<file path="src/hw/rtl/pwmts_pkg.sv">
package pwmts_pkg;

  // Fixed field widths.
  localparam int unsigned ClkW    = 29;
  localparam int unsigned FreqW   = 20;
  localparam int unsigned DutyW   = 14;
  localparam int unsigned RegW    = 16;
  localparam int unsigned ModeW   = 2;
  localparam int unsigned PpmW    = 21;
  localparam int unsigned PerW    = 17;   // period counts up to 65536
  localparam int unsigned DivW    = 14;   // prescaler divisor up to 8192
  localparam int unsigned PctW    = 7;    // duty in whole percent
  localparam int unsigned TotW    = 30;   // divisor times period
  localparam int unsigned OpW     = 50;   // shared divider operand width
  localparam int unsigned CfgIdxW = 2;
  localparam int unsigned InW     = 40;
  localparam int unsigned OutW    = 144;

  // Defaults and constants.
  localparam int unsigned CounterPeriodMaxDef = 65536;
  localparam int unsigned PeriodMinDef        = 100;
  localparam logic [ClkW-1:0]  ClkReset   = 29'd84000000;
  localparam logic [FreqW-1:0] MinReset   = 20'd1;
  localparam logic [FreqW-1:0] MaxReset   = 20'd840000;
  localparam logic [DutyW-1:0] DutyFull   = 14'd10000;
  localparam logic [FreqW-1:0] FreqLimit  = 20'd1048575;
  localparam logic [PctW-1:0]  PctFull    = 7'd100;
  localparam logic [OpW-1:0]   Million    = 50'd1000000;

  // Configuration register indexes.
  localparam logic [CfgIdxW-1:0] CfgClk = 2'd0;
  localparam logic [CfgIdxW-1:0] CfgMin = 2'd1;
  localparam logic [CfgIdxW-1:0] CfgMax = 2'd2;

  // Output modes.
  localparam logic [ModeW-1:0] ModeLow  = 2'd0;
  localparam logic [ModeW-1:0] ModePwm  = 2'd1;
  localparam logic [ModeW-1:0] ModeHigh = 2'd2;

  // Division steps of one request.
  typedef enum logic [2:0] {
    PH_DIV = 3'd0,
    PH_PER = 3'd1,
    PH_CCR = 3'd2,
    PH_AD  = 3'd3,
    PH_FRQ = 3'd4,
    PH_PPM = 3'd5
  } phase_e;

  typedef struct packed {
    logic   load_req;
    logic   prep;
    logic   start;
    logic   capture;
    phase_e phase;
    logic   commit_en;
    logic   commit_dis;
    logic   set_result;
    logic   result_ok;
  } cmd_t;

  typedef struct packed {
    logic en;
    logic dis_ok;
    logic range_ok;
    logic period_ok;
    logic pwm_mode;
    logic div_done;
  } status_t;

endpackage

</file>
<file path="src/hw/rtl/pwmts_ctrl.sv">
module pwmts_ctrl (
  input  logic               clk_i,
  input  logic               rst_ni,
  input  logic               in_valid_i,
  output logic               in_ready_o,
  output logic               out_valid_o,
  input  logic               out_ready_i,
  input  pwmts_pkg::status_t status_i,
  output pwmts_pkg::cmd_t    cmd_o
);

  typedef enum logic [6:0] {
    S_IDLE  = 7'b0000001,
    S_CHECK = 7'b0000010,
    S_PREP  = 7'b0000100,
    S_START = 7'b0001000,
    S_WAIT  = 7'b0010000,
    S_NEXT  = 7'b0100000,
    S_OUT   = 7'b1000000
  } state_e;

  state_e            state_q, state_d;
  pwmts_pkg::phase_e phase_q, phase_d;

  always_comb begin
    state_d = state_q;
    phase_d = phase_q;
    cmd_o   = '0;
    cmd_o.phase = phase_q;
    unique case (state_q)
      S_IDLE: begin
        cmd_o.load_req = in_valid_i;
        if (in_valid_i) state_d = S_CHECK;
      end
      S_CHECK: begin
        if (!status_i.en) begin
          cmd_o.set_result = 1'b1;
          cmd_o.result_ok  = status_i.dis_ok;
          cmd_o.commit_dis = status_i.dis_ok;
          state_d = S_OUT;
        end else if (status_i.range_ok) begin
          phase_d = pwmts_pkg::PH_DIV;
          state_d = S_PREP;
        end else begin
          cmd_o.set_result = 1'b1;
          state_d = S_OUT;
        end
      end
      S_PREP: begin
        cmd_o.prep = 1'b1;
        state_d = S_START;
      end
      S_START: begin
        // The compare step needs no divider and is captured right away.
        if (phase_q == pwmts_pkg::PH_CCR) begin
          cmd_o.capture = 1'b1;
          state_d = S_NEXT;
        end else begin
          cmd_o.start = 1'b1;
          state_d = S_WAIT;
        end
      end
      S_WAIT: begin
        cmd_o.capture = status_i.div_done;
        if (status_i.div_done) state_d = S_NEXT;
      end
      S_NEXT: begin
        state_d = S_PREP;
        case (phase_q)
          pwmts_pkg::PH_DIV: phase_d = pwmts_pkg::PH_PER;
          pwmts_pkg::PH_PER: begin
            if (!status_i.period_ok) begin
              cmd_o.set_result = 1'b1;
              state_d = S_OUT;
            end else if (status_i.pwm_mode) begin
              phase_d = pwmts_pkg::PH_CCR;
            end else begin
              phase_d = pwmts_pkg::PH_FRQ;
            end
          end
          pwmts_pkg::PH_CCR: phase_d = pwmts_pkg::PH_AD;
          pwmts_pkg::PH_AD:  phase_d = pwmts_pkg::PH_FRQ;
          pwmts_pkg::PH_FRQ: phase_d = pwmts_pkg::PH_PPM;
          default: begin
            cmd_o.commit_en  = 1'b1;
            cmd_o.set_result = 1'b1;
            cmd_o.result_ok  = 1'b1;
            state_d = S_OUT;
          end
        endcase
      end
      S_OUT: begin
        if (out_ready_i) state_d = S_IDLE;
      end
      default: state_d = S_IDLE;
    endcase
  end

  always_ff @(posedge clk_i or negedge rst_ni) begin
    if (!rst_ni) begin
      state_q <= S_IDLE;
      phase_q <= pwmts_pkg::PH_DIV;
    end else begin
      state_q <= state_d;
      phase_q <= phase_d;
    end
  end

  assign in_ready_o  = (state_q == S_IDLE);
  assign out_valid_o = (state_q == S_OUT);

endmodule

</file>
<file path="config.mk">
export PLATFORM = sky130hd
export DESIGN_NAME = pwmts_ctrl
export DESIGN_NICKNAME = d
export VERILOG_FILES = /design/src/hw/rtl/pwmts_pkg.sv /design/src/hw/rtl/pwmts_ctrl.sv
export SDC_FILE = /design/constraint.sdc
export NUM_CORES = 1
export LEC_CHECK = 0
export BUFFER_PORTS_ARGS = -buffer_cell sky130_fd_sc_hd__buf_2
export CORE_MARGIN = 2
export CORE_UTILIZATION = 45
export CTS_BUF_LIST = sky130_fd_sc_hd__clkbuf_8
export CTS_CLUSTER_DIAMETER = 40
export DETAILED_ROUTE_END_ITERATION = 8
export MAX_ROUTING_LAYER = met4
export PLACE_DENSITY = 0.84
export REMOVE_ABC_BUFFERS = 1
export SLEW_MARGIN = 25
export SYNTH_ARGS = -nofsm -noshare
export SYNTH_HDL_FRONTEND = slang
export SYNTH_SLANG_ARGS = --single-unit
</file>
<file path="constraint.sdc">
create_clock -name clk_i -period 3.65 [get_ports clk_i]
set_input_delay 0.73 -clock clk_i [delete_from_list [all_inputs] [get_ports clk_i]]
set_output_delay 0.73 -clock clk_i [all_outputs]
set_load 0.01 [all_outputs]
</file>
Word level (Yosys, flattened, before mapping)
Index checks and enable logic that the tools add are counted.
{"block": "op_classes", "eq_ne": 18, "muxes": 30, "reduce_logical": 6}
{"operator": "$pmux W7 S7", "n": 1}
{"operator": "$mux W7", "n": 6}
{"operator": "$pmux W3 S5", "n": 1}
{"operator": "$pmux W7 S2", "n": 1}
{"operator": "$mux W1", "n": 12}
{"operator": "$mux W3", "n": 4}
{"operator": "$ne A2 B2 Y1 const B", "n": 4}
{"operator": "$eq A7 B1 Y1 const B", "n": 1}
{"operator": "$eq A7 B2 Y1 const B", "n": 1}
{"operator": "$eq A7 B3 Y1 const B", "n": 1}
{"operator": "$eq A7 B4 Y1 const B", "n": 1}
{"operator": "$eq A7 B5 Y1 const B", "n": 1}
{"operator": "$eq A7 B6 Y1 const B", "n": 1}
{"operator": "$eq A7 B7 Y1 const B", "n": 1}
{"operator": "$eq A3 B2 Y1 const B", "n": 2}
{"operator": "$mux W6", "n": 1}
{"operator": "$ne A6 B2 Y1 const B", "n": 1}
{"operator": "$pmux W3 S2", "n": 1}
{"operator": "$reduce_and A5 Y1", "n": 1}
{"operator": "$reduce_or A5 Y1", "n": 1}
{"operator": "$pmux W1 S2", "n": 2}
{"operator": "$pmux W2 S2", "n": 1}
{"operator": "$reduce_or A4 Y1", "n": 1}
{"operator": "$eq A3 B1 Y1 const B", "n": 1}
{"operator": "6 further kinds", "n": 6}
{"block": "word_totals", "register_bits": 10, "input_bits": 10, "out_inout_bits": 13}

Longest topological paths before layout
Gate-level depths: netlist of run 1.
{"block": "depth", "ltp_word": 4, "ltp_mapped": 5, "depth_no_buf": 4}

Least setup slack after synthesis of run 1
No wires, ideal clock.
{"block": "synth_path", "path_type": "register -> output", "start": "register state_q[4]", "end": "output cmd_o[10] in the netlist's numbering", "arrival_ps": 1770, "t_required_ps": 2920, "setup_slack_ps": 1150, "stages_incl_launch_ff": 5, "cell_sequence": "dfrtp_1 > or3_1 > clkbuf_1 > nor4_1 > and2_1"}
{"element": "start: declaration", "line_no": "pwmts_ctrl.sv:22", "text": "state_e state_q, state_d;"}
{"element": "start signal: assignment", "line_no": "pwmts_ctrl.sv:104", "text": "state_q <= state_d;"}
{"element": "end: declaration", "line_no": "pwmts_ctrl.sv:9", "text": "output pwmts_pkg::cmd_t cmd_o"}

==> results of run 1 <==
registers in the layout (all words and copies together), names as in the netlist:
| signal | count |
|---|---|
| state_q | 7 |
| phase_q | 3 |
per-layer routing:
| metal | share of wire | vias to the layer above | track usage | wire length [um] |
|---|---|---|---|---|
| met2 | 0.49 | 45 | 0.371 | 934 |
| met5 | 0 | - | - | 0 |
| met3 | 0.069 | 2 | 0.0531 | 130 |
| met1 | 0.43 | 370 | 0.261 | 817 |
| met4 | 0.0042 | 0 | 0.109 | 8 |
| li1 | - | 364 | - | - |
worst paths after layout:
| kind | from | depth (start not counted) | slack (ns) | to |
|---|---|---|---|---|
| setup / recovery | state_q[4]$_DFFE_PN0P_ | 4 | 0.89 | cmd_o[8] |
| hold / removal | rst_ni | 1 | 0.34 | state_q[1]$_DFFE_PN0P_ |
| setup reg to reg | state_q[1]$_DFFE_PN0P_ | 4 | 1.47 | phase_q[1]$_DFFE_PN0P_ |
| hold reg to reg | phase_q[2]$_DFFE_PN0P_ | 1 | 0.61 | phase_q[2]$_DFFE_PN0P_ |
| max in group asynchronous | rst_ni | 1 | 3.05 | state_q[0]$_DFFE_PN1P_ |
| min in group clk_i | phase_q[2]$_DFFE_PN0P_ | 1 | 0.61 | phase_q[2]$_DFFE_PN0P_ |
stage by stage:
step                      cell area, um^2  setup WS, ns  total power [uW]  hold WS, ns
after detailed placement              853          1.14               460        0.594
after CTS                             908         0.875               605        0.347
after floorplan                       723          1.20               377        0.434
after global routing                  908         0.683               652        0.348
final                                 908         0.895               608        0.343
after global placement                853          1.22               454        0.596
power by group:
part           internal, uW  switching (uW)  total [uW]
sequential              146            57.5         203
clock                  95.0            45.2         140
combinational           121             144         265
total                   361             247         608
kinds of logic after synthesis:
family | after synthesis | synth area share
xor gates and xnor gates | 1 | 0.0118
muxes | 2 | 0.0287
and+or+nand+nor | 39 | 0.342
buffers and inverters | 11 | 0.0607
DFF | 10 | 0.339
AOI/OAI and AO/OA | 21 | 0.218
worst reg2reg max path, delay by kind of cell, from the launching register on:
family          cells  cell delay, ns
flops               1            0.44
compound gates      1            0.31
mux                 1            0.35
simple gates        2            0.96
layout by cell type (no fill, tap or decap), types with 2 or more instances in the layout:
master,synthesis,layout
or2_2,2,2
or3_1,5,5
and2_1,3,3
nor3_1,6,6
nor3b_1,3,3
nand2_1,2,2
nand2b_1,3,3
dfrtp_1,9,9
o211ai_1,3,3
nor4b_1,2,2
buf_2,3,22
inv_1,7,7
a22o_1,2,2
a2111oi_0,2,2
o22ai_1,2,2
o21ai_0,2,2
nor4_1,3,3
nor2b_1,3,3
clkbuf_8,0,4
cell type report:
class | count | area share
Multi-Input combinational cell | 63 | 0.490
Sequential cell | 10 | 0.277
Timing Repair Buffer | 22 | 0.121
Clock buffer | 4 | 0.0606
Inverter | 7 | 0.0289
Tap cell | 16 | 0.0220
==> flow_summary.yaml, run 1 <==
status:
  run_status: "complete, no violations"
grt:
  grt_antenna_before_repair: 0
  grt.overflow.total: 0
  grt_pass1_vias: 714
  grt_pass1_wl_um: 3130
  grt_max_degree: 12
  grt_use_total: 0.228
floorplan:
  die_y_um: 44.6
  coreArea_um2: 1520
  die_w_um: 44.6
  dieArea_um2: 1990
  ios: 23
  initial_core_util: 0.487
  rows: 14
clocking:
  htree_num_levels: 1
  ctsHoldBuffers: 0
  clock-sinks: 10
  clockRootBuffer: "clkbuf_8"
  clkLatencyLatePin_ns: 0.24
  post_cts_buffers: 0
  cts-resized-gates: 0
  cts_buffers: 3
  clk_pin_slew_ns: 0.05
  cts_buffer_depth: 2
  tritoncts: "yes"
setup_path:
  cp_data_required_time_ns: 2.92
  arrival_ns: 2.03
  cp_num_buf_inv: 1
  crit_path_end_kind: "output pin"
  crit_family: "simple AND/OR/NAND/NOR gates"
  slowest_delay_ns: 0.48
  startpoint_type: "register"
  worstPathCellList: "or3_1, nor4b_1, nor2b_1, buf_2"
  worstPathMaxFanout: 8
  slowest_stage: "or3_1"
  critical_path_class: "reg -> out"
cells_and_area:
  nFillCells: 136
  instances_no_fill: 122
  nets: 117
  multi_input_area_um2: 445
  syn_to_final_growth_pct: 22.4
  drive_gt1_frac: 0.311
  final_util: 0.596
  seq_area_um2: 251
  antenna_cells: 0
detailed_routing:
  antenna_left: 0
  drc: 0
  vias: 781
  drt-total-wl_um: 1890
  vias_per_cell: 6.40
  wire_per_inst_um: 15.5
  firstDrtPassIters: 4
  drt_iter0_markers: 40
synth:
  syn-instance-count: 84
  synth_top_cell_by_area: "dfrtp_1"
  avgSynthCellArea_um2: 8.83
  netlist.area_leader.share: 0.304
  syn_area_um2: 742
  ys_seq_area_frac: 0.339
  ys_seq_elements: 10
  synth_area_leaders: "dfrtp_1 (30%), or3_1 (4.2%), nor3_1 (4.0%)"
  yosys-top-cells-count: "dfrtp_1 (9), inv_1 (7), nor3_1 (6), or3_1 (5)"
  yosysMostFrequentCell: "dfrtp_1"
  synth_cell_type_count: 40
  ys.flop_type: "dfrtp_1"
  synth-async-reset-ratio: 1.00
  synth_edf_count: 0
  ys.warnings.count: 0
power_and_ir_drop:
  p_per_area_nw_per_um2: 669
  peakVddDrop_mv: 0.408
  p_leak_uw: 0.000430
min_path:
  hp-class: "in -> async"
placement:
  gp_congestion: 0.863
  dp.cells: 118
  hpwl_um: 1430
  io_buffers: 22
timing:
  finalSetupTns_ns: 0
  setup_viol: 0
  fin_skew_ns: 0.00206
  tightest_slew_ns: 0.527
  final_hold_viol_count: 0
  slew_violations: 0
  final_min_period_over_clock_period: 0.755
  relSlewSlack: 0.645
  grt_setup_unrepaired: "no"
  max_freq_ghz: 0.363
  post-route-min-period_ns: 2.76
run:
  drv_cap: 0
Note: power is estimated with default switching activity, not from simulation.
==> run 2: changes to the inputs <==
--- a/config.mk
+++ b/config.mk
@@ -12,7 +12,7 @@
 export CTS_CLUSTER_DIAMETER = 40
 export DETAILED_ROUTE_END_ITERATION = 8
 export MAX_ROUTING_LAYER = met4
-export PLACE_DENSITY = 0.84
+export PLACE_DENSITY = 0.86
 export REMOVE_ABC_BUFFERS = 1
 export SLEW_MARGIN = 25
 export SYNTH_ARGS = -nofsm -noshare
==> constraint.sdc (replaced) <==
create_clock -name clk_i -period 2.4 [get_ports clk_i]
set_input_delay 0.48 -clock clk_i [delete_from_list [all_inputs] [get_ports clk_i]]
set_output_delay 0.48 -clock clk_i [all_outputs]
set_load 0.01 [all_outputs]
==> run 2 against run 1 <==
Clock power grew 23%. Global-route usage grew 1.2 points. Power grew 58%. Final cell count grew 2.5%. Combinational power grew 80%. Critical path type unchanged. Highest routed layer unchanged.
==> flow_summary.yaml, run 2 (synthesis results as in run 1) <==
cells_and_area:
  nets: 120
  largestRegisters: "state_q (7), phase_q (3)"
  antenna_cells: 0
  syn_to_final_growth_pct: 31.9
  drive_gt1_frac: 0.394
  mostFrequentLayoutCell: "buf_2"
  layout_common_cells: "buf_2 (22), inv_1 (8), dfrtp_1 (8)"
  final_util: 0.642
  regMostFlops: "state_q"
  largest_reg_flops: 7
setup_path:
  cp_num_buf_inv: 1
  slowest_delay_ns: 0.45
  arrival_ns: 1.80
  crit_family: "simple AND/OR/NAND/NOR gates"
  slowest_stage: "or3_4"
  cp_data_required_time_ns: 1.92
  critical_path_class: "reg -> out"
  crit_path_end_kind: "output pin"
  startpoint_type: "register"
  worstPathCellList: "or3_4, nor4b_4, nor2b_1, buf_2"
  worstPathMaxFanout: 6
detailed_routing:
  drt_iter0_markers: 30
  drt-total-wl_um: 2080
  drc: 0
  wire_per_inst_um: 16.6
  vias_per_cell: 6.14
  vias: 768
  firstDrtPassIters: 4
  antenna_left: 0
floorplan:
  initial_core_util: 0.487
  coreArea_um2: 1520
  ios: 23
  die_w_um: 44.6
  rows: 14
  dieArea_um2: 1990
  die_y_um: 44.6
power_and_ir_drop:
  comb_power_share: 0.495
  swShare: 0.427
  clkPwrFrac: 0.178
  p_int_uw: 552
  p_leak_uw: 0.000447
  p_per_area_nw_per_um2: 984
  peakVddDrop_mv: 0.560
  power.share.sequential: 0.327
  power_uw: 963
  switchingPower_uw: 411
grt:
  grt.overflow.total: 0
  grt_pass1_wl_um: 3350
  grt_use_total: 0.240
  grt_antenna_before_repair: 0
  grt_max_degree: 11
  grt_pass1_vias: 752
timing:
  finalSetupTns_ns: 0
  tightest_slew_ns: 0.481
  post-route-min-period_ns: 2.28
  final_min_period_over_clock_period: 0.951
  grt_setup_unrepaired: "no"
  hold_ws_ns: 0.0943
  slew_violations: 0
  setup_viol: 0
  relSlewSlack: 0.676
  fin_skew_ns: 0.00553
  fin_ws_ns: 0.117
  max_freq_ghz: 0.438
  final_hold_viol_count: 0
placement:
  hpwl_um: 1580
  dp_slack_ns: 0.155
  gp_congestion: 0.857
  io_buffers: 22
run:
  drv_cap: 0
clocking:
  ctsHoldBuffers: 0
  htree_num_levels: 1
  tritoncts: "yes"
  clockRootBuffer: "clkbuf_8"
  clk_pin_slew_ns: 0.05
  clock-sinks: 10
  cts_buffers: 3
  cts_buffer_depth: 2
  post_cts_buffers: 0
  clkLatencyLatePin_ns: 0.23
status:
  run_status: "complete, no violations"
min_path:
  hp-class: "in -> async"
-- run 2: power groups by stage --
stage / clock network (uW) / registers (uW) / logic, uW
after detailed placement: 0 / 303 / 416
after CTS: 178 / 301 / 422
after global placement: 0 / 297 / 399
final: 172 / 315 / 476
after floorplan: 0 / 293 / 280
after global routing: 186 / 326 / 527
-- run 2: worst paths after layout --
check | from | end | slack [ns] | cells past startpoint
min | rst_ni | state_q[6]$_DFFE_PN0P_ | 0.09 | 1
max reg2reg | state_q[1]$_DFFE_PN0P_ | phase_q[1]$_DFFE_PN0P_ | 0.24 | 4
max | state_q[5]$_DFFE_PN0P_ | cmd_o[8] | 0.12 | 4
max in group asynchronous | rst_ni | state_q[0]$_DFFE_PN1P_ | 2.05 | 1
min in group clk_i | in_valid_i | state_q[0]$_DFFE_PN1P_ | 0.46 | 2
min reg2reg | phase_q[2]$_DFFE_PN0P_ | phase_q[2]$_DFFE_PN0P_ | 0.62 | 1
-- run 2: layer usage --
metal	part of all wire	track usage
met1	0.44	0.315
met2	0.51	0.368
met3	0.039	0.0163
met4	0.015	0.127
met5	0	-
-- run 2: what timing repair did --
action	4_1_cts	5_1_grt
endpoints found under the setup margin	2	6
hold endpoints to repair	0	0
gates resized for setup	1	10
-- run 2: final cells by class --
class                   instances  area [um^2]
clock buffers                   3         41.3
clock inverters                 1         3.75
fillers                       122          546
inverters                       7         26.3
multi-input cells              63          502
flip-flops and latches         10          253
well taps                      16         20.0
repair buffers                 25          133
-- run 2: through the flow --
stage / std cells / cell area [um^2]
final: 125 / 978
after global routing: 125 / 978
after CTS: 125 / 927
after detailed placement: 121 / 876
after global placement: 121 / 876
after floorplan: 80 / 723
==> run 3: changes to the inputs <==
--- a/config.mk
+++ b/config.mk
@@ -5,6 +5,7 @@
 export SDC_FILE = /design/constraint.sdc
 export NUM_CORES = 1
 export LEC_CHECK = 0
+export ABC_AREA = 1
 export BUFFER_PORTS_ARGS = -buffer_cell sky130_fd_sc_hd__buf_2
 export CORE_MARGIN = 2
 export CORE_UTILIZATION = 45
@@ -12,7 +13,7 @@
 export CTS_CLUSTER_DIAMETER = 40
 export DETAILED_ROUTE_END_ITERATION = 8
 export MAX_ROUTING_LAYER = met4
-export PLACE_DENSITY = 0.86
+export PLACE_DENSITY = 0.87
 export REMOVE_ABC_BUFFERS = 1
 export SLEW_MARGIN = 25
 export SYNTH_ARGS = -nofsm -noshare
==> run 3 against run 2 <==
Via count down 5.9%. Flip-flop and latch count unchanged. Global-route usage down 4.0 points. Maximum frequency up 15%. Critical path type unchanged. Critical endpoint is now cmd_o[0].
==> flow_summary.yaml, run 3 <==
power_and_ir_drop:
  p_per_area_nw_per_um2: 978
  peakVddDrop_mv: 0.617
  p_leak_uw: 0.000533
  power_uw: 876
grt:
  grt_use_total: 0.200
  grt_pass1_vias: 686
  grt_antenna_before_repair: 0
  grt_pass1_wl_um: 2750
  grt.overflow.total: 0
  grt_max_degree: 11
clocking:
  clock-sinks: 10
  cts-resized-gates: 0
  clkLatencyLatePin_ns: 0.24
  tritoncts: "yes"
  cts_buffer_depth: 2
  post_cts_buffers: 0
  ctsHoldBuffers: 0
  htree_num_levels: 1
  cts_buffers: 3
  clockRootBuffer: "clkbuf_8"
  clk_pin_slew_ns: 0.05
detailed_routing:
  firstDrtPassIters: 4
  met1_length_um: 683
  drt_iter0_markers: 26
  antenna_left: 0
  drt-total-wl_um: 1590
  met2_length_um: 806
  drc: 0
  vias: 723
  wl_met3_um: 85
  vias_per_cell: 5.02
  highest_layer: "met4"
  wire_per_inst_um: 11.0
setup_path:
  rr_endpoint: "phase_q[1]$_DFFE_PN0P_"
  reg2reg_depth: 7
  worstPathMaxFanout: 6
  r2r-start: "state_q[2]$_DFFE_PN0P_"
  startpoint_type: "register"
  crit_path_end_kind: "output pin"
  arrival_ns: 1.50
  critical_path_class: "reg -> out"
  slowest_delay_ns: 0.56
  worst-r2r-setup-slack_ns: 1.13
  cp_data_required_time_ns: 1.92
  slowest_stage: "dfstp_2"
  worstPathCellList: "nor2_2, nand2_2, nor2_4, nand3_1, inv_1, or2_1, buf_2"
cells_and_area:
  largest_reg_flops: 7
  nFillCells: 144
  regMostFlops: "state_q"
  finalInstanceArea_um2: 896
  drive_gt1_frac: 0.320
  multi_input_area_um2: 398
  mostFrequentLayoutCell: "buf_2"
  final_util: 0.595
  largestRegisters: "state_q (7), phase_q (3)"
  layout_common_cells: "buf_2 (22), inv_1 (20), nand2_1 (19)"
  antenna_cells: 0
  syn_to_final_growth_pct: 24.3
  nets: 139
  seq_area_um2: 251
synth:
  synth_top_cell_by_area: "dfrtp_1"
  ys_seq_elements: 10
  synth_edf_count: 0
  ys_seq_area_frac: 0.349
  synth_cell_type_count: 21
  yosys-top-cells-count: "inv_1 (19), nand2_1 (19), nor2_1 (15), dfrtp_1 (9), nand3_1 (9)"
  ys.warnings.count: 0
  ys.flop_type: "dfrtp_1"
  syn_area_um2: 721
  netlist.area_leader.share: 0.313
  synth_area_leaders: "dfrtp_1 (31%), inv_1 (9.9%), nand2_1 (9.9%)"
  synth-async-reset-ratio: 1.00
  syn-instance-count: 102
  avgSynthCellArea_um2: 7.07
floorplan:
  ios: 23
  die_y_um: 44.0
  die_w_um: 44.0
  initial_core_util: 0.478
  dieArea_um2: 1940
  coreArea_um2: 1510
  rows: 14
min_path:
  hp-class: "in -> async"
placement:
  dpl_cell_area_um2: 851
  gp_congestion: 0.784
  io_buffers: 22
  hpwl_um: 1260
status:
  run_status: "complete, no violations"
timing:
  relSlewSlack: 0.840
  max_freq_ghz: 0.505
  slew_violations: 0
  finalSetupTns_ns: 0
  final_hold_viol_count: 0
  post-route-min-period_ns: 1.98
  tightest_slew_ns: 0.237
  grt_setup_unrepaired: "no"
  setup_viol: 0
  final_min_period_over_clock_period: 0.826
  fin_skew_ns: 0.00579
run:
  drv_cap: 0
-- run 3: worst max-delay path by stage --
stage / from / end / slack, ns
5_1_grt: state_q[2]$_DFFE_PN0P_ / cmd_o[7] / 0.32
2_1_floorplan: state_q[0]$_DFFE_PN1P_ / cmd_o[0] / 0.75
6_report: state_q[0]$_DFFE_PN1P_ / cmd_o[0] / 0.42
3_5_place_dp: state_q[0]$_DFFE_PN1P_ / cmd_o[0] / 0.67
3_3_place_gp: state_q[4]$_DFFE_PN0P_ / cmd_o[7] / 0.70
4_1_cts: state_q[0]$_DFFE_PN1P_ / cmd_o[0] / 0.41
-- run 3: cells by family after synthesis --
kind of cell	count (synthesis)	synth area share
AO/OA/AOI/OAI	10	0.0885
buffers and inverters	19	0.0990
AND/OR/NAND/NOR	63	0.464
flip-flops	10	0.349
-- run 3: layer usage --
metal,GRT usage,vias up
met5,-,-
met2,0.344,16
met1,0.224,334
li1,-,371
met3,0.0367,2
met4,0.0909,0
-- run 3: area by class of cell --
type	count	share of cell area
Sequential cell	10	0.281
Clock inverter	1	0.00419
Multi-Input combinational cell	73	0.444
Timing Repair Buffer	22	0.123
Tap cell	16	0.0223
Inverter	19	0.0796
Clock buffer	3	0.0461
-- run 3: metrics by stage --
step           cells  hold slack, ns  setup slack (ns)
2_1_floorplan    102           0.184             0.754
3_3_place_gp     140           0.354             0.698
3_5_place_dp     140           0.359             0.673
4_1_cts          144           0.105             0.415
5_1_grt          144           0.115             0.319
6_report         144          0.0945             0.418
-- run 3: report_power, final --
| group | internal, uW | switching, uW |
|---|---|---|
| Combinational | 153 | 277 |
| Clock | 112 | 66.4 |
| Sequential | 225 | 43.4 |
-- run 3: critical path: cells and delay by family (launching register included) --
| family | cells | cell delay, ns |
|---|---|---|
| and+or+nand+nor | 5 | 0.51 |
| buffers and inverters | 2 | 0.19 |
| DFF | 1 | 0.56 |
